===== src/rtl/scc_pkg.sv =====
package scc_pkg;

  localparam int unsigned FracBitsDefault = 16;
  localparam int unsigned AddrW = 5;

  localparam logic [AddrW-1:0] RegPosX  = 5'd0;
  localparam logic [AddrW-1:0] RegPosY  = 5'd4;
  localparam logic [AddrW-1:0] RegVelX  = 5'd8;
  localparam logic [AddrW-1:0] RegVelY  = 5'd12;
  localparam logic [AddrW-1:0] RegSizeX = 5'd16;
  localparam logic [AddrW-1:0] RegSizeY = 5'd20;

  localparam logic [2:0] StyleFloor      = 3'd0;
  localparam logic [2:0] StylePlateFloor = 3'd1;
  localparam logic [2:0] StyleCeil       = 3'd2;
  localparam logic [2:0] StylePlateCeil  = 3'd3;
  localparam logic [2:0] StyleOther      = 3'd4;

  // commands from the controller to the datapath
  typedef struct packed {
    logic load;       // capture segment word
    logic div_start;  // start a division
    logic div_sel;    // 0: segment slope, 1: velocity slope
    logic div_step;   // one quotient bit
    logic div_done;   // write quotient back
    logic mul_a;      // slope * left x
    logic mul_b;      // slope * pos x
    logic decide;     // run the tests and latch
    logic clear;      // scan end clear
  } cmd_t;

  typedef struct packed {
    logic last;
  } sts_t;

endpackage


===== src/rtl/scc_datapath.sv =====
module scc_datapath #(
  parameter int unsigned FracBits = scc_pkg::FracBitsDefault
) (
  input  logic               clk_i,
  input  logic               rst_ni,
  input  scc_pkg::cmd_t      cmd_i,
  output scc_pkg::sts_t      sts_o,
  input  logic signed [31:0] pos_x_i,
  input  logic signed [31:0] pos_y_i,
  input  logic signed [31:0] vel_x_i,
  input  logic signed [31:0] vel_y_i,
  input  logic [30:0]        size_x_i,
  input  logic [30:0]        size_y_i,
  input  logic signed [31:0] seg_start_x_i,
  input  logic signed [31:0] seg_start_y_i,
  input  logic signed [31:0] seg_end_x_i,
  input  logic signed [31:0] seg_end_y_i,
  input  logic [2:0]         seg_style_i,
  input  logic               scan_last_i,
  output logic               hit_below_o,
  output logic               hit_above_o,
  output logic               hit_left_o,
  output logic               hit_right_o,
  output logic signed [31:0] floor_slope_o,
  output logic signed [31:0] floor_offset_o
);
  // numerator magnitude holds 33 bits shifted by FracBits
  localparam int unsigned NW = 33 + FracBits;
  localparam int unsigned PW = 64;
  localparam logic signed [PW-1:0] SMax = PW'(64'sh7FFF_FFFF);
  localparam logic signed [PW-1:0] SMin = -PW'(64'sh8000_0000);

  logic signed [32:0] ax_q, ay_q, bx_q, by_q;
  logic [2:0] style_q;
  logic last_q;

  logic signed [33:0] dx, dy;
  logic a_lt_b;
  logic signed [32:0] lx, ly, rx, ry;
  assign a_lt_b = ax_q < bx_q;
  assign lx = a_lt_b ? ax_q : bx_q;
  assign ly = a_lt_b ? ay_q : by_q;
  assign rx = a_lt_b ? bx_q : ax_q;
  assign ry = a_lt_b ? by_q : ay_q;
  assign dx = 34'(rx) - 34'(lx);
  assign dy = 34'(ry) - 34'(ly);

  // restoring divider over magnitudes
  logic [NW-1:0] num_q, quo_q;
  logic [33:0] den_q;
  logic [34:0] rem_q;
  logic neg_q;
  logic signed [PW-1:0] slope_q, vslope_q;
  logic [34:0] trial;
  logic [NW-1:0] magq;
  logic signed [PW-1:0] sq;

  logic signed [33:0] num_s;
  logic [33:0] den_s;
  always_comb begin
    if (cmd_i.div_sel) begin
      num_s = 34'(vel_y_i);
      den_s = vel_x_i[31] ? 34'(-34'(vel_x_i)) : 34'(vel_x_i);
    end else begin
      num_s = dy;
      den_s = 34'(dx);
    end
  end

  assign trial = {rem_q[33:0], num_q[NW-1]} - {1'b0, den_q};
  always_comb begin
    magq = quo_q;
    if (|magq[NW-1:31]) sq = neg_q ? SMin : SMax;
    else sq = neg_q ? -PW'(magq) : PW'(magq);
    if (!neg_q && magq[NW-1:31] == '0) sq = PW'(magq);
  end

  // products for offset and height
  logic signed [PW-1:0] prod_q, offset_q;
  logic signed [PW-1:0] mp, fl, ofs;
  logic signed [32:0] mul_op;
  assign mul_op = cmd_i.mul_a ? lx : 33'(pos_x_i);
  assign mp = PW'($signed(slope_q[31:0])) * PW'(mul_op);
  assign fl = prod_q >>> FracBits;
  assign ofs = PW'(ly) - fl;

  logic seen_b_q, seen_a_q, seen_l_q, seen_r_q;
  logic signed [31:0] kslope_q, koffset_q;

  always_ff @(posedge clk_i) begin
    if (cmd_i.load) begin
      ax_q <= 33'(seg_start_x_i); ay_q <= 33'(seg_start_y_i);
      bx_q <= 33'(seg_end_x_i);   by_q <= 33'(seg_end_y_i);
      style_q <= seg_style_i;     last_q <= scan_last_i;
    end
    if (cmd_i.div_start) begin
      neg_q <= num_s[33];
      num_q <= NW'(num_s[33] ? 34'(-num_s) : num_s) << FracBits;
      den_q <= (den_s == '0) ? 34'd1 : den_s;
      rem_q <= '0;
      quo_q <= '0;
    end
    if (cmd_i.div_step) begin
      num_q <= num_q << 1;
      if (!trial[34]) begin
        rem_q <= trial; quo_q <= {quo_q[NW-2:0], 1'b1};
      end else begin
        rem_q <= {rem_q[33:0], num_q[NW-1]}; quo_q <= {quo_q[NW-2:0], 1'b0};
      end
    end
    if (cmd_i.div_done) begin
      if (!cmd_i.div_sel) slope_q <= sq;
      else vslope_q <= (vel_x_i == '0) ? PW'(vel_y_i) : sq;
    end
    if (cmd_i.mul_a || cmd_i.mul_b) prod_q <= mp;
    if (cmd_i.mul_b) begin
      offset_q <= (ofs > SMax) ? SMax : ((ofs < SMin) ? SMin : ofs);
    end
  end

  // tests, using the registered product of slope * pos x
  logic signed [PW-1:0] hgt, py, sx, reach, top, bot;
  logic flo, cei, vert, cov, wall;
  always_comb begin
    hgt = fl + offset_q;
    py = PW'(pos_y_i);
    sx = PW'(size_x_i);
    reach = (size_x_i > size_y_i) ? PW'(size_x_i) : PW'(size_y_i);
    top = (ay_q < by_q) ? PW'(by_q) : PW'(ay_q);
    bot = (ay_q < by_q) ? PW'(ay_q) : PW'(by_q);
    flo = (style_q == scc_pkg::StyleFloor) || (style_q == scc_pkg::StylePlateFloor);
    cei = (style_q == scc_pkg::StyleCeil) || (style_q == scc_pkg::StylePlateCeil);
    vert = (lx == rx);
    cov = !(33'(pos_x_i) < lx) && !(33'(pos_x_i) > rx);
    wall = !(py > top) && !(py + reach < bot);
  end

  always_ff @(posedge clk_i or negedge rst_ni) begin
    if (!rst_ni) begin
      seen_b_q <= 1'b0; seen_a_q <= 1'b0; seen_l_q <= 1'b0; seen_r_q <= 1'b0;
      kslope_q <= '0; koffset_q <= '0;
    end else if (cmd_i.clear) begin
      seen_b_q <= 1'b0; seen_a_q <= 1'b0; seen_l_q <= 1'b0; seen_r_q <= 1'b0;
      kslope_q <= '0; koffset_q <= '0;
    end else if (cmd_i.decide) begin
      if (!vert && cov) begin
        if (flo && !seen_b_q && vslope_q <= slope_q && py - sx <= hgt && py >= hgt) begin
          seen_b_q <= 1'b1;
          kslope_q <= slope_q[31:0];
          koffset_q <= offset_q[31:0];
        end else if (cei && !seen_a_q && py + reach >= hgt && py <= hgt) begin
          seen_a_q <= 1'b1;
        end
      end else if (vert && wall) begin
        if (cei && !seen_l_q && PW'(pos_x_i) - sx < PW'(lx) && PW'(pos_x_i) >= PW'(lx)) begin
          seen_l_q <= 1'b1;
        end else if (flo && !seen_r_q && PW'(pos_x_i) + sx > PW'(lx) &&
                     PW'(pos_x_i) <= PW'(lx)) begin
          seen_r_q <= 1'b1;
        end
      end
    end
  end

  assign sts_o.last = last_q;
  assign hit_below_o = seen_b_q;
  assign hit_above_o = seen_a_q;
  assign hit_left_o = seen_l_q;
  assign hit_right_o = seen_r_q;
  assign floor_slope_o = kslope_q;
  assign floor_offset_o = koffset_q;
endmodule


===== config.mk =====
export PLATFORM = sky130hd
export DESIGN_NAME = scc_datapath
export DESIGN_NICKNAME = d
export VERILOG_FILES = /design/src/rtl/scc_pkg.sv /design/src/rtl/scc_datapath.sv
export SDC_FILE = /design/constraint.sdc
export NUM_CORES = 2
export LEC_CHECK = 0
export ABC_AREA = 1
export BUFFER_PORTS_ARGS = -buffer_cell sky130_fd_sc_hd__buf_2
export CAP_MARGIN = 40
export CORE_MARGIN = 10
export CORE_UTILIZATION = 57
export CTS_CLUSTER_SIZE = 30
export DETAILED_ROUTE_END_ITERATION = 10
export GPL_ROUTABILITY_DRIVEN = 1
export GPL_TIMING_DRIVEN = 0
export PLACE_DENSITY_LB_ADDON = 0.12
export SYNTH_ARGS = -nofsm -noshare
export SYNTH_HDL_FRONTEND = slang
export SYNTH_SLANG_ARGS = --single-unit

===== constraint.sdc =====
create_clock -name clk_i -period 24.5 [get_ports clk_i]
set_input_delay 2.45 -clock clk_i [delete_from_list [all_inputs] [get_ports clk_i]]
set_output_delay 2.45 -clock clk_i [all_outputs]
set_load 0.005 [all_outputs]

======== Yosys cells after proc, flatten, opt, wreduce, memory -nomap -nowiden ========
Index checks and enable logic that the tools add are counted.
word-level totals
  register bits ........................... 607
  input port bits ......................... 333
  output and inout port bits .............. 69
operators by class
  add/sub/neg operators ................... 12
  multipliers ............................. 1
  magnitude comparators ................... 18
  equal/unequal tests ..................... 7
  mux-type cells .......................... 54
  bitwise operators ....................... 1
  reduce and logical (&&, ||, !) cells .... 50
operators with widths
  cell                    count
  $mux W64                8
  $mux W32                8
  $mux W34                6
  $mux W33                6
  $mux W49                4
  $sub A33 B33 Y34        2
  $add A32 B32 Y33        2
  $sub A32 B32 Y33        2
  $add A48 B64 Y64        1
  $ge A32 B64 Y1          1
  $ge A33 B64 Y1          1
  $gt A32 B64 Y1          1
  $le A32 B64 Y1          1
  $le A33 B64 Y1          1
  $le A64 B64 Y1          1
  $lt A32 B32 Y1          2
  $lt A33 B64 Y1          1
  $mul A32 B33 Y64        1
  $neg A49 Y64            1
  $gt A49 B32 Y1 const B  1
  $lt A49 B32 Y1 const B  1
  $sub A33 B48 Y49        1
  $sub A35 B34 Y35        1
  $logic_not A34 Y1       1
  28 further kinds        88

======== Logic depth before layout (Yosys ltp) ========
  word-level depth ........................ 11
  gate-level depth with buffers ........... 54
  mapped depth without buffers ............ 51

======== Worst setup path after synthesis ========
No wires, ideal clock.
  path type ............................... input-to-reg
  from .................................... input port size_y_i[2]
  to ...................................... register seen_a_q, in the netlist hit_above_o
  data arrival time ....................... 10,861 ps
  data required time ...................... 24,379 ps
  setup slack ............................. 13,518 ps
  stages .................................. 44
  path buffers ............................ 2
  cells stage by stage .................... inv_1 > ha_1 > a21oi_1 > o21a_1 > o21ai_0 > a221oi_1 > nor2_1 > a2111oi_0 > o221ai_1 > nand2_1 > nand2_1 > nand2_1 > a32o_1 > clkbuf_1 > clkbuf_1 > nand2_1 > o21ai_0 > ha_1 > [8 not listed] > a21boi_1 > o21ai_1 > a21boi_1 > o21ai_1 > a21oi_1 > o21ai_1 > a211oi_1 > ha_1 > nand4_1 > nor3_1 > nand2_1 > nor4_1 > o31ai_1 > o2111ai_1 > xor2_1 > nand2_1 > nand4_1 > a21oi_1
on the way
  cells in the longest elaborated chain, start to end .. 8
ends and longest elaborated chain
  item                                  RTL line             RTL
  start: declaration                    scc_datapath.sv:13   input logic [30:0] size_y_i,
  $gt A31 B31 Y1                        scc_datapath.sv:128  reach = (size_x_i > size_y_i) ? PW'(size_x_i) : PW'(size_y_i);
  $mux W31 (*)                          scc_datapath.sv:128
  $add A32 B32 Y33 (*)                  scc_datapath.sv:151  end else if (cei && !seen_a_q && py + reach >= hgt && py <= hgt) begin
  $ge A33 B64 Y1 (*)                    scc_datapath.sv:151
  $logic_and A1 B1 Y1 (*) (2 in a row)  scc_datapath.sv:151
  $reduce_bool A2 Y1 (no line) (*)      -
  $reduce_and A4 Y1 (no line) (*)       -
  end signal: assignment                scc_datapath.sv:140  seen_b_q <= 1'b0; seen_a_q <= 1'b0; seen_l_q <= 1'b0; seen_r_q <= 1'b0;
  end signal: assignment                scc_datapath.sv:143  seen_b_q <= 1'b0; seen_a_q <= 1'b0; seen_l_q <= 1'b0; seen_r_q <= 1'b0;
  end signal: assignment                scc_datapath.sv:152  seen_a_q <= 1'b1;
  end: declaration                      scc_datapath.sv:87   logic seen_b_q, seen_a_q, seen_l_q, seen_r_q;
Mark *: on every way between the ends. The rest lies on a longest branch, timed or not.
A chain may end at the register's enable or synchronous reset.

======== Final worst setup path ========
  from .................................... register ax_q[22]
  to ...................................... register prod_q[61] (data pin)
on the way
  cells in the longest elaborated chain, start to end .. 4
ends and longest elaborated chain
  item                      RTL line             RTL
  start: declaration        scc_datapath.sv:33   logic signed [32:0] ax_q, ay_q, bx_q, by_q;
  start signal: assignment  scc_datapath.sv:92   ax_q <= 33'(seg_start_x_i); ay_q <= 33'(seg_start_y_i);
  $lt A32 B32 Y1            scc_datapath.sv:40   assign a_lt_b = ax_q < bx_q;
  $mux W33 (*)              scc_datapath.sv:41   assign lx = a_lt_b ? ax_q : bx_q;
  $mux W33 (*)              scc_datapath.sv:82   assign mul_op = cmd_i.mul_a ? lx : 33'(pos_x_i);
  $mul A32 B33 Y64 (*)      scc_datapath.sv:83   assign mp = PW'($signed(slope_q[31:0])) * PW'(mul_op);
  via mp[61]                scc_datapath.sv:80   logic signed [PW-1:0] mp, fl, ofs;
  end signal: assignment    scc_datapath.sv:115  if (cmd_i.mul_a || cmd_i.mul_b) prod_q <= mp;
  end: declaration          scc_datapath.sv:79   logic signed [PW-1:0] prod_q, offset_q;
Mark *: on every way through the listed nets, which the timed path passes. The rest lies on a longest branch.

==> out/summary.md <==
- 7.96 sq um — synthesized area per cell
- 0 — total of cells resized after clock tree synthesis
- 155 mm — routed length on met2
- 13800 — Synth Net Count
- 0 — hold violation count in the final report
- 176000 sq um — die area
- 420 um — Die H
- 12.76 ns — final critical-path required period
- 507 — EDFF count, synth
- 77 — count of different cell masters after synthesis
- 0 — buffer count from post-CTS setup fixing
- 0.574 — initial standard-cell utilization of the core
- 0 — warnings from Yosys
- 11 — Critical Path Fanout Max
- 7 — number of detailed-routing iterations run before antenna repair
- 0.118 — async set or reset register ratio after synthesis
- 0 — # DRC
- sky130_fd_sc_hd__fa_1 — Slowest-stage cell, CP
- 1.10 ns — Worst Max-Slew Pin Slew
- 14400 — Final Net Count
- 3 — clock buffer depth
- 0.263 — normalized max-slew margin
- 397 — count of buffers from port buffering
- 420 um — horizontal die dimension
- reg2reg — Critical Setup Path Class
- 14200 — number of fill cells in the layout
- sky130_fd_sc_hd__edfxtp_1 — Synth Flop Type
- 0.0784 GHz — maximum operating frequency
- 402 — number of top-level pins
- 5.97 — vias per inst
- sky130_fd_sc_hd__clkbuf_16 — clk root buf
- sky130_fd_sc_hd__inv_1, sky130_fd_sc_hd__nand2_1, sky130_fd_sc_hd__fa_1 — top library cells by usage in the layout, fill and taps aside
- 21 — antenna violations before repair
- 159000 sq um — Core Box Area
- 134 mm — wire length on met1
- 0 — count of final setup violators
- sky130_fd_sc_hd__fa_1 — dominant cell type by area after synthesis
- register — critical path startpoint category
- 9299 — DRT iter0 DRCs
- sky130_fd_sc_hd__fa_1 — cell repeated most along the worst path
- 0 — number of hold-repair buffers added at the cts stage
- 362 mm — Total Wirelength
- 0.186 — sequential share of the synthesized area
- sky130_fd_sc_hd__fa_1, sky130_fd_sc_hd__edfxtp_1, sky130_fd_sc_hd__ha_1 — ranking of synthesized cells by area
- done — TritonCTS clock tree
- 0.0724 — layout cell share with drive strength beyond 1
- met5 — top layer in use
- 91000 sq um — mapped cell area
- reg2reg — class of the tightest hold or removal check
- 83600 — via count of the first global-routing pass
- 1.18 ns — critical path's largest stage delay
- 0.0687 ns — clock tree skew after final layout
- 25.6 um — detailed-route wire length per cell
- 11400 — number of standard cells after synthesis
- 1.09 — global placer's final weighted congestion
- 24.98 ns — required time of the worst setup path
- 575 — number of clock sinks
- 9.55% — area added between synthesis and finish
- 575 — flops & latches, synth
- 0 — overall overflow remaining after global route
- sky130_fd_sc_hd__inv_1 — most common cell after layout, fill and taps aside
- 310 mm — post-DP HPWL
- register — CP endpoint kind
- 0.521 — Final period util
- 0.06 ns — clock-pin slew reported for the worst setup and hold paths after clock tree synthesis
- 0.406 — total track usage
- complete, no violations — outcome
- 0 — number of nets with antenna violations after routing
- 69 — total clock buffers created by CTS
- 0 — max-slew violation count
- 146 — row count
- 3 — depth of the CTS H-tree
- 0 ns — setup TNS
- false — RSZ-0062 raised after global routing
- 13.24 ns — worst endpoint data arrival time
- 84400 — vias after detailed routing
- 528 mm — first-pass GRT wire length
- 69 — largest net degree at the start of global routing
- 0 — MaxCap Viol Count
- 40.3 mm — met3 routed wirelength
- 0.76 ns — later-pin clock latency in the skew report
- 0.239 — Yosys top cell area share
-- Yosys cell counts (22+ instances only) --
library cell,count
sky130_fd_sc_hd__nor2_1,1056
sky130_fd_sc_hd__clkbuf_1,280
sky130_fd_sc_hd__o21ai_2,30
sky130_fd_sc_hd__ha_1,985
sky130_fd_sc_hd__nand4_1,101
sky130_fd_sc_hd__o21a_1,47
sky130_fd_sc_hd__nor4_1,31
sky130_fd_sc_hd__edfxtp_1,507
sky130_fd_sc_hd__o211ai_1,31
sky130_fd_sc_hd__inv_1,2208
sky130_fd_sc_hd__xnor2_1,126
sky130_fd_sc_hd__nand2_2,32
sky130_fd_sc_hd__or2_2,39
sky130_fd_sc_hd__a31oi_1,58
sky130_fd_sc_hd__xor2_1,222
sky130_fd_sc_hd__o21ai_1,137
sky130_fd_sc_hd__fa_1,1088
sky130_fd_sc_hd__o21bai_1,30
sky130_fd_sc_hd__nand3_1,404
sky130_fd_sc_hd__nand2_1,2198
sky130_fd_sc_hd__a21oi_1,737
sky130_fd_sc_hd__nor3_1,87
sky130_fd_sc_hd__a211oi_1,46
sky130_fd_sc_hd__o21ai_0,522
sky130_fd_sc_hd__dfrtp_1,68
sky130_fd_sc_hd__inv_2,33
sky130_fd_sc_hd__a21o_1,22
-- metal layers --
metal	vias to the layer above	global-route usage
met4	14	0.291
met3	1236	0.105
li1	37600	-
met2	4868	0.613
met1	40700	0.505
met5	-	0
-- layout make-up --
type                       count  area (sq um)  share of cell area
timing repair buffer         501          3710              0.0372
multi-input combinational   8263         64200               0.643
clock inverter                37           512             0.00513
inverter                    2261          8490              0.0851
tap                         2072          2590              0.0260
buffer                       334          1500              0.0151
antenna                       14          35.0            0.000351
clock buffer                  87          1800              0.0181
sequential                   575         16900               0.170
-- per-stage QoR --
step	setup WS (ns)	utilization	instances	hold WS, ns	cell area (sq um)
final	11.74	0.629	14100	0.510	99700
after detailed placement	11.53	0.614	14000	0.496	97400
after CTS	12.00	0.629	14100	0.508	99700
after floorplan	13.52	-	11400	0.491	91000
after global routing	11.30	0.629	14100	0.534	99700
after global placement	8.44	0.603	13900	0.492	95600
-- state kept, by name, summed over array words and instances, names as in the netlist, 33 cells and up --
register	cells
rem_q	34
vslope_q	64
num_q	33
offset_q	49
prod_q	48
slope_q	64
magq	49
den_q	34
-- worst max-delay path: cells and delay by family, from the launching register on --
family / cells / cell delay (ns)
adder cells (fa/ha/maj): 10 / 6.14
AND/OR/NAND/NOR: 13 / 1.96
buffers and inverters: 9 / 1.93
AO/OA/AOI/OAI: 4 / 1.39
flip-flops: 1 / 0.51
XOR/XNOR: 1 / 0.49
-- cell families (layout without fill, tap and decap cells) --
| logic type | count (synthesis) | after routing | synth area share |
|---|---|---|---|
| AND/OR/NAND/NOR | 4034 | 4034 | 0.184 |
| buffers and inverters | 2595 | 3220 | 0.110 |
| adder cells (fa/ha/maj) | 2073 | 2073 | 0.375 |
| AO/OA/AOI/OAI | 1801 | 1801 | 0.111 |
| flip-flops | 575 | 575 | 0.186 |
| XOR/XNOR | 349 | 349 | 0.0337 |
| multiplexers | 6 | 6 | 0.000728 |
| other | 0 | 14 | 0 |
-- final timing paths --
kind / from / end / slack [ns] / cells after the start
hold / removal: floor_offset_o[7] / floor_offset_o[7] / 0.51 / 2
min in group asynchronous: rst_ni / hit_left_o / 1.58 / 1
setup / recovery: ax_q[22] / prod_q[61] / 11.74 / 37
hold reg to reg: floor_offset_o[7] / floor_offset_o[7] / 0.51 / 2
max in group asynchronous: rst_ni / floor_slope_o[29] / 22.27 / 2
setup reg to reg: ax_q[22] / prod_q[61] / 11.74 / 37
Power is left out: the tool's default activity adds up to more than one toggle a clock period on the data nets, which glitch-free logic cannot reach.
