File: src/rtl/scc_pkg.sv
package scc_pkg;

  localparam int unsigned FracBitsDefault = 16;
  localparam int unsigned AddrW = 5;

  localparam logic [AddrW-1:0] RegPosX  = 5'd0;
  localparam logic [AddrW-1:0] RegPosY  = 5'd4;
  localparam logic [AddrW-1:0] RegVelX  = 5'd8;
  localparam logic [AddrW-1:0] RegVelY  = 5'd12;
  localparam logic [AddrW-1:0] RegSizeX = 5'd16;
  localparam logic [AddrW-1:0] RegSizeY = 5'd20;

  localparam logic [2:0] StyleFloor      = 3'd0;
  localparam logic [2:0] StylePlateFloor = 3'd1;
  localparam logic [2:0] StyleCeil       = 3'd2;
  localparam logic [2:0] StylePlateCeil  = 3'd3;
  localparam logic [2:0] StyleOther      = 3'd4;

  // commands from the controller to the datapath
  typedef struct packed {
    logic load;       // capture segment word
    logic div_start;  // start a division
    logic div_sel;    // 0: segment slope, 1: velocity slope
    logic div_step;   // one quotient bit
    logic div_done;   // write quotient back
    logic mul_a;      // slope * left x
    logic mul_b;      // slope * pos x
    logic decide;     // run the tests and latch
    logic clear;      // scan end clear
  } cmd_t;

  typedef struct packed {
    logic last;
  } sts_t;

endpackage

File: src/rtl/scc_ctrl.sv
module scc_ctrl #(
  parameter int unsigned FracBits = scc_pkg::FracBitsDefault
) (
  input  logic          clk_i,
  input  logic          rst_ni,
  input  logic          in_valid_i,
  output logic          in_stall_o,
  output logic          out_valid_o,
  input  logic          out_stall_i,
  input  scc_pkg::sts_t sts_i,
  output scc_pkg::cmd_t cmd_o
);
  localparam int unsigned QBits = 32 + FracBits + 1;
  localparam int unsigned CntW = $clog2(QBits + 1);

  typedef enum logic [3:0] {
    StIdle, StDivA, StRunA, StEndA, StDivB, StRunB, StEndB, StMulA, StMulB,
    StDecide, StOut
  } state_e;

  state_e state_q;
  logic [CntW-1:0] cnt_q;
  logic out_valid_q;

  assign in_stall_o = (state_q != StIdle);
  assign out_valid_o = out_valid_q;

  always_comb begin
    cmd_o = '0;
    unique case (state_q)
      StIdle:   cmd_o.load = in_valid_i;
      StDivA:   cmd_o.div_start = 1'b1;
      StRunA:   cmd_o.div_step = 1'b1;
      StEndA:   cmd_o.div_done = 1'b1;
      StDivB:   begin cmd_o.div_start = 1'b1; cmd_o.div_sel = 1'b1; end
      StRunB:   begin cmd_o.div_step = 1'b1; cmd_o.div_sel = 1'b1; end
      StEndB:   begin cmd_o.div_done = 1'b1; cmd_o.div_sel = 1'b1; end
      StMulA:   cmd_o.mul_a = 1'b1;
      StMulB:   cmd_o.mul_b = 1'b1;
      StDecide: cmd_o.decide = 1'b1;
      StOut:    cmd_o.clear = !out_stall_i;
      default:  cmd_o = '0;
    endcase
  end

  always_ff @(posedge clk_i or negedge rst_ni) begin
    if (!rst_ni) begin
      state_q <= StIdle;
      cnt_q <= '0;
      out_valid_q <= 1'b0;
    end else begin
      unique case (state_q)
        StIdle: if (in_valid_i) state_q <= StDivA;
        StDivA: begin cnt_q <= CntW'(QBits); state_q <= StRunA; end
        StRunA: begin
          cnt_q <= cnt_q - 1'b1;
          if (cnt_q == CntW'(1)) state_q <= StEndA;
        end
        StEndA: state_q <= StDivB;
        StDivB: begin cnt_q <= CntW'(QBits); state_q <= StRunB; end
        StRunB: begin
          cnt_q <= cnt_q - 1'b1;
          if (cnt_q == CntW'(1)) state_q <= StEndB;
        end
        StEndB: state_q <= StMulA;
        StMulA: state_q <= StMulB;
        StMulB: state_q <= StDecide;
        StDecide: begin
          if (sts_i.last) begin
            state_q <= StOut;
            out_valid_q <= 1'b1;
          end else begin
            state_q <= StIdle;
          end
        end
        StOut: if (!out_stall_i) begin
          out_valid_q <= 1'b0;
          state_q <= StIdle;
        end
        default: state_q <= StIdle;
      endcase
    end
  end
endmodule

File: config.mk
export PLATFORM = sky130hd
export DESIGN_NAME = scc_ctrl
export DESIGN_NICKNAME = d
export VERILOG_FILES = /design/src/rtl/scc_pkg.sv /design/src/rtl/scc_ctrl.sv
export SDC_FILE = /design/constraint.sdc
export NUM_CORES = 1
export LEC_CHECK = 0
export ABC_AREA = 1
export CAP_MARGIN = 20
export CORE_MARGIN = 5
export CORE_UTILIZATION = 40
export CTS_CLUSTER_DIAMETER = 40
export DETAILED_ROUTE_END_ITERATION = 6
export DONT_BUFFER_PORTS = 1
export MAX_ROUTING_LAYER = met4
export PLACE_DENSITY_LB_ADDON = 0.12
export SLEW_MARGIN = 20
export SYNTH_ARGS = -nofsm -noshare
export SYNTH_HDL_FRONTEND = slang
export SYNTH_SLANG_ARGS = --single-unit
File: constraint.sdc
create_clock -name clk_i -period 3.05 [get_ports clk_i]
set_input_delay 0.1525 -clock clk_i [delete_from_list [all_inputs] [get_ports clk_i]]
set_output_delay 0.1525 -clock clk_i [all_outputs]
set_load 0.01 [all_outputs]
# Word level (Yosys, flattened, before mapping)

Index checks and enable logic that the tools add are counted.

Output and inout bits: 11
Word-level logic and storage cells: 50
Flip-flop bits (word level): 11

Equal/unequal tests: 16
Reductions and logical operators: 11
Add/subtract/negate cells: 1
Multiplexer cells: 19

Operator list:

| operator              | count |
|---|---|
| $pmux W4 S11          | 1 |
| $mux W4               | 5 |
| $eq A4 B3 Y1 const B  | 4 |
| $eq A4 B4 Y1 const B  | 3 |
| $pmux W6 S2           | 1 |
| $mux W1               | 11 |
| $ne A2 B2 Y1 const B  | 5 |
| $eq A4 B2 Y1 const B  | 2 |
| $eq A6 B1 Y1 const B  | 1 |
| $reduce_or A2 Y1      | 3 |
| $sub A6 B1 Y6 const B | 1 |
| $eq A4 B1 Y1 const B  | 1 |
| $logic_not A4 Y1      | 1 |
| $reduce_and A4 Y1     | 1 |
| $reduce_bool A2 Y1    | 2 |
| $reduce_bool A4 Y1    | 1 |
| $reduce_and A3 Y1     | 1 |
| $reduce_or A3 Y1      | 1 |
| $pmux W1 S2           | 1 |
| $logic_not A1 Y1      | 1 |

# Logic depth before layout (Yosys ltp)

Gate-level depths: netlist of run 1.

Depth after elaboration: 3
Depth in mapped cells: 8

# Worst setup path after synthesis of run 1

No wires, ideal clock.

Kind: register -> register
Start point: reg state_q[2]
End point: reg out_valid_q, in the netlist out_valid_o
Clock period less this slack: 1239 ps
Path slack: 1811 ps
Required time: 2903 ps
Setup time: 147 ps
Buffers on the path: 0
Stages on the path, launching flop included: 5
Data arrival time: 1091 ps
Cells stage by stage: dfrtp_1 > inv_1 > nand2_1 > nor4_1 > o21ai_0

Word-level cells in the longest chain between the ends: 3
Elaborated cells between the ends (all ways): 7

Ends and longest elaborated chain:

| what                                                                | RTL line       | RTL |
|---|---|---|
| from (decl)                                                         | scc_ctrl.sv:21 | `state_e state_q;` |
| from (signal assigned)                                              | scc_ctrl.sv:48 | `state_q <= StIdle;` |
| from (signal assigned)                                              | scc_ctrl.sv:53 | `StIdle: if (in_valid_i) state_q <= StDivA;` |
| from (signal assigned)                                              | scc_ctrl.sv:54 | `StDivA: begin cnt_q <= CntW'(QBits); state_q <= StRunA; end` |
| $eq A4 B4 Y1                                                        | scc_ctrl.sv:52 | `unique case (state_q)` |
| $ne A2 B2 Y1 (no line) / $reduce_bool A2 Y1 (equally long branches) | n/a            |  |
| $reduce_and A3 Y1 (no line)                                         | n/a            |  |
| to (signal assigned)                                                | scc_ctrl.sv:50 | `out_valid_q <= 1'b0;` |
| to (signal assigned)                                                | scc_ctrl.sv:71 | `out_valid_q <= 1'b1;` |
| to (signal assigned)                                                | scc_ctrl.sv:77 | `out_valid_q <= 1'b0;` |
| to (decl)                                                           | scc_ctrl.sv:23 | `logic out_valid_q;` |

Parallel ways exist; a longest one is shown, timed or not.
A chain may end at the register's enable or synchronous reset.

==> impl_results.md, run 1 <==
- Status: completed
- Row cnt: 15
- CP Launch Point: state_q[0]
- Ant. Diodes: 0
- First-pass GRT wire length: about 2.4 mm
- Synthesized flop and latch total: 11
- Max_cap viols: 0
- Post-synth top area share: 0.3922
- # hold bufs at CTS: 1
- DRT iter0 DRCs: 10
- Cts repair resizes: 0
- Sequential fraction of the synthesis area: 0.3922
- Internal power: 0.4350 mW
- Worst skew pair latency: around 260 ps
- Fin Setup TNS: 0 ps
- Initial antenna violation count: 0
- Routed Antenna Nets: 0
- Post-synthesis net count: roughly 110
- Slew margin rel.: 0.5867
- Final #Nets: ~110
- Avg WL per Cell: about 11 µm
- Die Y: slightly above 50 µm
- Layout cells sized above 1: 0.1731
- Gpl congestion: approximately 0.81
- WP data arrival: 1370 ps
- Critical Path Start Type: flip-flop
- Overall Power: 0.9061 mW
- Wirelength, routed: around 1.4 mm
- Req. time, crit path: about 2900 ps
- # DRC: 0
- Final Max Slew Viols: 0
- Post-synthesis cell type count: 18
- Setup Buffers After CTS: 0
- Pre-Repair DR Iteration Count: 4
- Vias in the first global route: 568
- Power per standard cell area: ~1200 nW/µm²
- Vias: just under 600
- CP endpoint: cmd_o[8]
- Post-Route Skew: approximately 4.2 ps
- Crit path capture type: output pin
- Switching power: roughly 0.47 mW
- Clock share of power: 0.113
- Cells after Synth: a little under 100
- Die Wd: about 52 µm
- Setup Viol. Count Final: 0
- Area delta synth->final: 8.200%
- Top post-synthesis cells by area: dfrtp_1 39%, nand2_1 13%, nor2_1 7.5%, inv_1 7.0%, nand3_1 5.7%
- CTS tree: built
- Sw Share: 0.5200
- Grt ovf: 0
- Slew @ Worst Pin: ~600 ps
- Critical R2R Launch: state_q[2]
- Core area: around 1700 µm²
- Die area: about 2700 µm²
- Final Hold Viols: 0
- F_max: approximately 650 MHz
- Initial Util: 0.4156
- Crit path max fanout: 7
- Gr usage total: 0.1244
- Reg clk slew, reported paths: roughly 80 ps
- RR Endpoint: out_valid_o
- Cell Area, Synth: roughly 700 µm²
- Commonest non-fill, non-tap cell in the layout: nand2_1
- Fin crit share: 0.5008
- P_leak: 0.3919 nW
- Final core utilization: 0.4496
- Boundary pin count: 16
- Largest net degree at the start of global routing: 12
- Biggest area consumer among synthesized cells: dfrtp_1
- DP Wirelength: about 1.1 mm
- Most frequent cells in the layout: 24 x nand2_1, 14 x nor2_1, 13 x inv_1, 11 x dfrtp_1, 8 x nand3_1
- CTS Sinks: 11
- Clock Path Buffers: 2
- Comb power frac: 0.571
- Via/cell ratio: between 4 and 5
- Ys Warns: 0
- Min cycle time layout: ~1500 ps
- IO Port Bufs: 0
- TritonCTS buffer count: 3
- Avg Cell Area, Syn: approximately 7 µm²
- CP Class: reg -> out
- Worst hold path type: in -> reg
- Max VDD drop: roughly 0.56 mV
- RSZ-0062 raised after global routing: no
- Reg power frac: 0.316
- H-tree depth: 1
- Worst Reg2Reg Path Length in Cells: 4
- Reg2reg setup slack: 1650 ps
- Clock root buffer: clkbuf_4
[sequential cells by signal, summed over array words and instances, names as in the netlist]
name         count
cnt_q            6
out_valid_o      1
state_q          4
[kinds of logic after synthesis]
kind of cell | count (synthesis) | share of synthesized area
simple gates | 59 | 0.3922
fa+ha+maj | 2 | 0.03564
buf+inv | 16 | 0.08556
flops | 11 | 0.3922
xor+xnor | 1 | 0.01248
compound gates | 10 | 0.08200
[per-layer routing]
layer  GRT usage  part of all wire
met3     0.04011             0.038
met2      0.1904              0.43
met5           -                 0
met4     0.03930             0.010
met1      0.1554              0.52
[metrics by stage]
step                instance area, µm²  setup slack, ps  std cells  hold slack (ps)
floorplan                        701.9             1812         99           -143.1
global placement                 723.2             1661        116           -142.8
detailed placement               723.2             1669        116           -142.8
CTS                              759.5             1493        121            62.66
global route                     759.5             1419        121            73.80
finish                           759.5             1523        121            63.04
[power by group through the flow]
| stage | combinational, mW | sequential, mW | clock, mW |
|---|---|---|---|
| 2_1_floorplan | 0.436 | 0.277 | 0 |
| 3_3_place_gp | 0.521 | 0.288 | 0 |
| 3_5_place_dp | 0.519 | 0.289 | 0 |
| 4_1_cts | 0.527 | 0.287 | 0.105 |
| 5_1_grt | 0.596 | 0.299 | 0.117 |
| 6_report | 0.517 | 0.286 | 0.103 |
[synth_stat cells (all sizes together)]
master and instances:
nand3 8, nand2 30, inv 16, a21oi 2, nor2 18, nor3b 1, dfrtp 11, xnor2 1
nand4 1, nor4 1, o21ai 8, ha 2
[critical path: stages, from the launching register on]
cell	delay, ps
dfrtp_1	460
nor2_1	270
nand2_1	170
nor2_1	220
[layout make-up]
| class | count | area, µm² |
|---|---|---|
| flip-flops and latches | 11 | 275.3 |
| fillers | 177 | 929.6 |
| well taps | 17 | 21.27 |
| multi-input cells | 72 | 366.6 |
| clock buffers | 4 | 26.28 |
| inverters | 16 | 60.06 |
| repair buffers | 1 | 10.01 |
[how the worst min path moves through the flow]
stage                  endpoint  slack, ps  depth (start not counted)    from
detailed placement     cnt_q[5]       -140                          0  rst_ni
global route        out_valid_o         70                          2   sts_i
floorplan              cnt_q[0]       -140                          0  rst_ni
CTS                 out_valid_o         60                          2   sts_i
global placement       cnt_q[5]       -140                          0  rst_ni
finish              out_valid_o         60                          2   sts_i
Power figures use the tool's default switching activity.
==> inputs of run 2 (changes only) <==
Settings changed: ABC_AREA 1 to 0.
Clock period 3.05 ns to 1.3 ns, I/O delays scaled along.
==> run 2 against run 1 <==
The run now ends with negative setup slack left; sequential share of layout area shrank 15 points; via count grew 36%; final area grew 76%; hold slack lost 43 ps; sequential power grew 130%; final cell count grew 25%; non-clock buffer count grew 38; register-to-register slack lost 1800 ps; worst setup slack lost 1700 ps; die area grew 8.9%; count of clock-buffer cells in the layout is the same; combinational power grew to 5.3 times the previous value; critical path type unchanged; critical endpoint is now cmd_o[0].
==> impl_results.md, run 2 <==
- Post-synthesis net count: 93 (was 106)
- F_max: 673.5 MHz
- Post-Synth Simple-Gate Area: 0.2584 (was 0.3922)
- Final core utilization: 0.7026 (was 0.4496)
- Dominant cell by count in the synthesized netlist: dfrtp_1 (was nand2_1)
- Boundary pin count: 16 (unchanged)
- Xor/xnor share of the synthesized area: 0.03371 (was 0.01248)
- Initial antenna violation count: 0 (unchanged)
- RSZ-0062 raised after global routing: yes (was no)
- Pre-Repair DR Iteration Count: 4 (unchanged)
- Post-synth top area share: 0.3531 (was 0.3922)
- # DRC: 0 (unchanged)
- Switching power: 1.601 mW (was 0.4712 mW)
- Area of the multi-input gates: 625.6 µm² (was 366.6 µm²)
- Compound-Gate Fraction of Synth Area: 0.1734 (was 0.08200)
- Gr usage total: 0.1770 (was 0.1244)
- Die Wd: 54.15 µm (was 51.89 µm)
- Row cnt: 16 (was 15)
- Post-Route Skew: 5.796 ps (was 4.246 ps)
- DP Area: 943.4 µm² (was 723.2 µm²)
- FILL cells: 124 (was 177)
- Final Cell Area: 1336 µm² (was 759.5 µm²)
- Max VDD drop: 1.759 mV (was 0.5573 mV)
- Area delta synth->final: 71.43% (was 8.200%)
- Fin crit share: 1.142
- Die area: 2932 µm² (was 2693 µm²)
- Clock Path Buffers: 2 (unchanged)
- Gpl congestion: 0.8114 (was 0.8086)
- Sw Share: 0.4395 (was 0.5200)
- Number of flip-flops in the largest register: 6 (unchanged)
- Post-synthesis cell type count: 34 (was 18)
- TritonCTS buffer count: 3 (unchanged)
- Reg power frac: 0.179 (was 0.316)
- Main synth FF type: dfrtp_1 (unchanged)
- Most frequent cells in the layout: 27 x buf_4, 8 x buf_6, 7 x dfrtp_1, 6 x mux2i_1, 5 x inv_1 (was 24 x nand2_1, 14 x nor2_1, 13 x inv_1, 11 x dfrtp_1, 8 x nand3_1)
- Post-synth top cells: 11 x dfrtp_1, 10 x nor2_1, 7 x o21ai_0 (was 24 x nand2_1, 14 x nor2_1, 13 x inv_1)
- Ys Warns: 0 (unchanged)
- Worst skew pair latency: 280 ps (was 260 ps)
- Storage cell area: 280.3 µm² (was 275.3 µm²)
- Sequential fraction of the synthesis area: 0.3531 (was 0.3922)
- Power per standard cell area: 2726 nW/µm² (was 1193 nW/µm²)
- Hold Path End: out_valid_o (unchanged)
- Gr busiest metal: met2 (unchanged)
- Min cycle time layout: around 1500 ps
- Reg clk slew, reported paths: 80 ps (about the same)
- Routed Antenna Nets: 0 (unchanged)
- Status: complete, but fails checks (was completed)
- RR Endpoint: cnt_q[5] (was out_valid_o)
- Critical Path Start Type: flip-flop (unchanged)
- Setup Viol. Count Final: 13 (was 0)
- DRT iter0 DRCs: 24 (was 10)
- Met2 Use GR: 0.2490 (was 0.1904)
- Global routing usage on met3: 0.01662 (was 0.04011)
- Hold_sp: sts_i (unchanged)
- Internal power: 2.042 mW (was 0.4350 mW)
- Req. time, crit path: 1240 ps (was 2900 ps)
- Comb power frac: 0.753 (was 0.571)
- Post-synth EDFFs: 0 (unchanged)
- Reg2reg setup slack: -160 ps (was 1650 ps)
- Core area: 1902 µm² (was 1689 µm²)
- Largest net degree at the start of global routing: 12 (unchanged)
- Die Y: 54.15 µm (was 51.89 µm)
- Initial Util: 0.4099 (was 0.4156)
- Worst setup margin: -184.9 ps (was 1523 ps)
- Worst hold path type: in -> reg (unchanged)
- Wirelength, routed: 2.452 mm (was 1.385 mm)
- Avg Cell Area, Syn: 9.064 µm² (was 7.090 µm²)
- CTS tree: built (unchanged)
- Cells on Worst Hold Path: 2 (unchanged)
- Fin Setup TNS: -1533 ps (was 0 ps)
- Grt ovf: 0 (unchanged)
- Slew @ Worst Pin: 557.7 ps (was 614.2 ps)
- Ant. Diodes: 0 (unchanged)
- Crit path capture type: output pin (unchanged)
- Top post-synthesis cells by area: dfrtp_1 35%, mux2i_1 7.7%, nor2_1 4.8%, o21ai_0 4.5%, nor4b_1 3.4% (was dfrtp_1 39%, nand2_1 13%, nor2_1 7.5%, inv_1 7.0%, nand3_1 5.7%)
- WP data arrival: 1420 ps (was 1370 ps)
- Final Max Slew Viols: 0 (unchanged)
- Commonest non-fill, non-tap cell in the layout: buf_4 (was nand2_1)
- Final #Nets: 132 (was 112)
- Critical R2R Launch: state_q[2] (unchanged)
- Clock share of power: 0.069 (was 0.113)
- Adder-cell share of the synthesized area: 0.03210 (was 0.03565)
- Crit path max fanout: 5 (was 7)
- Slew margin rel.: 0.6269 (was 0.5867)
- Failing checks: negative setup slack
- Cell Area, Synth: 779.5 µm² (was 701.9 µm²)
- CP Class: reg -> out (unchanged)
- Worst Reg2Reg Path Length in Cells: 5 (was 4)
- Post-synthesis mux area share: 0.07705 (was 0)
- First-pass GRT wire length: 3.588 mm (was 2.421 mm)
- P_leak: 0.6133 nW (was 0.3919 nW)
- Vias in the first global route: 763 (was 568)
- Cells after Synth: 86 (was 99)
- Max_cap viols: 0 (unchanged)
- H-tree depth: 1 (unchanged)
- CTS Sinks: 11 (unchanged)
- Asr flop ratio synth: 1.000 (unchanged)
- Met1 track demand over resource: 0.2446 (was 0.1554)
- Layout cells sized above 1: 0.5887 (was 0.1731)
- Combinational family with the most area after synthesis: simple AND/OR/NAND/NOR gates (unchanged)
- IO Port Bufs: 0 (unchanged)
- Biggest area consumer among synthesized cells: dfrtp_1 (unchanged)
- Via/cell ratio: 5.265 (was 4.843)
- Reg with most FFs: cnt_q (unchanged)
- Synthesized flop and latch total: 11 (unchanged)
- Final Hold Viols: 0 (unchanged)
- Avg WL per Cell: 16.24 µm (was 11.45 µm)
- DP Wirelength: 1.384 mm (was 1.103 mm)
- Vias: 795 (was 586)
- Clock root buffer: clkbuf_4 (unchanged)
## run 2: cell count changes after synthesis, sizes merged, moves of 2 or more
| cell | before | now |
|---|---|---|
| a21oi | 2 | 4 |
| nor3 | 0 | 2 |
| nand2 | 30 | 2 |
| nor3b | 1 | 3 |
| nor2b | 0 | 3 |
| nor2 | 18 | 10 |
| mux2i | 0 | 6 |
| inv | 16 | 6 |
| nor4b | 0 | 4 |
| nand3 | 8 | 1 |
| nand2b | 0 | 3 |
| buf | 0 | 5 |
## run 2: how the worst max path moves through the flow
stage               slack, ps  endpoint        from  cells past startpoint
finish                   -180  cmd_o[0]  state_q[2]                      4
global route             -230  cmd_o[0]  state_q[2]                      4
CTS                      -160  cmd_o[0]  state_q[2]                      4
detailed placement        -40  cnt_q[2]  state_q[3]                      3
global placement          -20  cmd_o[0]  state_q[2]                      4
floorplan                  30  cmd_o[0]  state_q[2]                      3
## run 2: metal layers
layer  up-vias  routed length, µm
met5         -                  0
met4         0                 50
met3         5                107
met2        20               1129
met1       382               1165
li1        388                  -
## run 2: cells by family after synthesis
| group | Yosys count |
|---|---|
| muxes | 6 |
| adders and majority gates | 2 |
| buffers and inverters | 11 |
| AOI/OAI and AO/OA | 21 |
| and+or+nand+nor | 32 |
| DFF | 11 |
| xor gates and xnor gates | 3 |
## run 2: repair_timing
item / in CTS / in global routing
resized for setup: 28 / 23
buffers inserted: 9 / 8
pin swaps: 5 / 7
hold endpoints to repair: 12 / 0
setup endpoints to repair: 16 / 19
hold buffers: 2 / 0
## run 2: worst max-delay path, cell delays in order, from the launching register on
cell      delay [ps]
dfrtp_2          460
buf_6            160
nand2b_4         150
nor4b_2          210
buf_4            160
## run 2: stage by stage
stage	worst slack [ps]	instances	hold slack [ps]	power [mW]
final	-184.9	151	19.96	3.643
after detailed placement	-42.39	129	-230.2	2.222
after CTS	-162.1	143	33.32	3.032
after floorplan	30.87	86	-230.6	1.675
after global routing	-227.2	151	34.76	3.898
after global placement	-22.86	129	-230.2	2.217
## run 2: cell type report
type | instances | area share
multi-input cells | 64 | 0.4682
well taps | 27 | 0.02528
inverters | 6 | 0.01685
repair buffers | 39 | 0.2603
clock buffers | 4 | 0.01966
flip-flops and latches | 11 | 0.2097
## run 2: power groups by stage
| stage | clock (mW) | sequential (mW) | combinational [mW] |
|---|---|---|---|
| after detailed placement | 0 | 0.640 | 1.58 |
| after global placement | 0 | 0.640 | 1.58 |
| final | 0.250 | 0.651 | 2.74 |
| after CTS | 0.258 | 0.641 | 2.13 |
| after global routing | 0.280 | 0.670 | 2.95 |
| after floorplan | 0 | 0.578 | 1.10 |
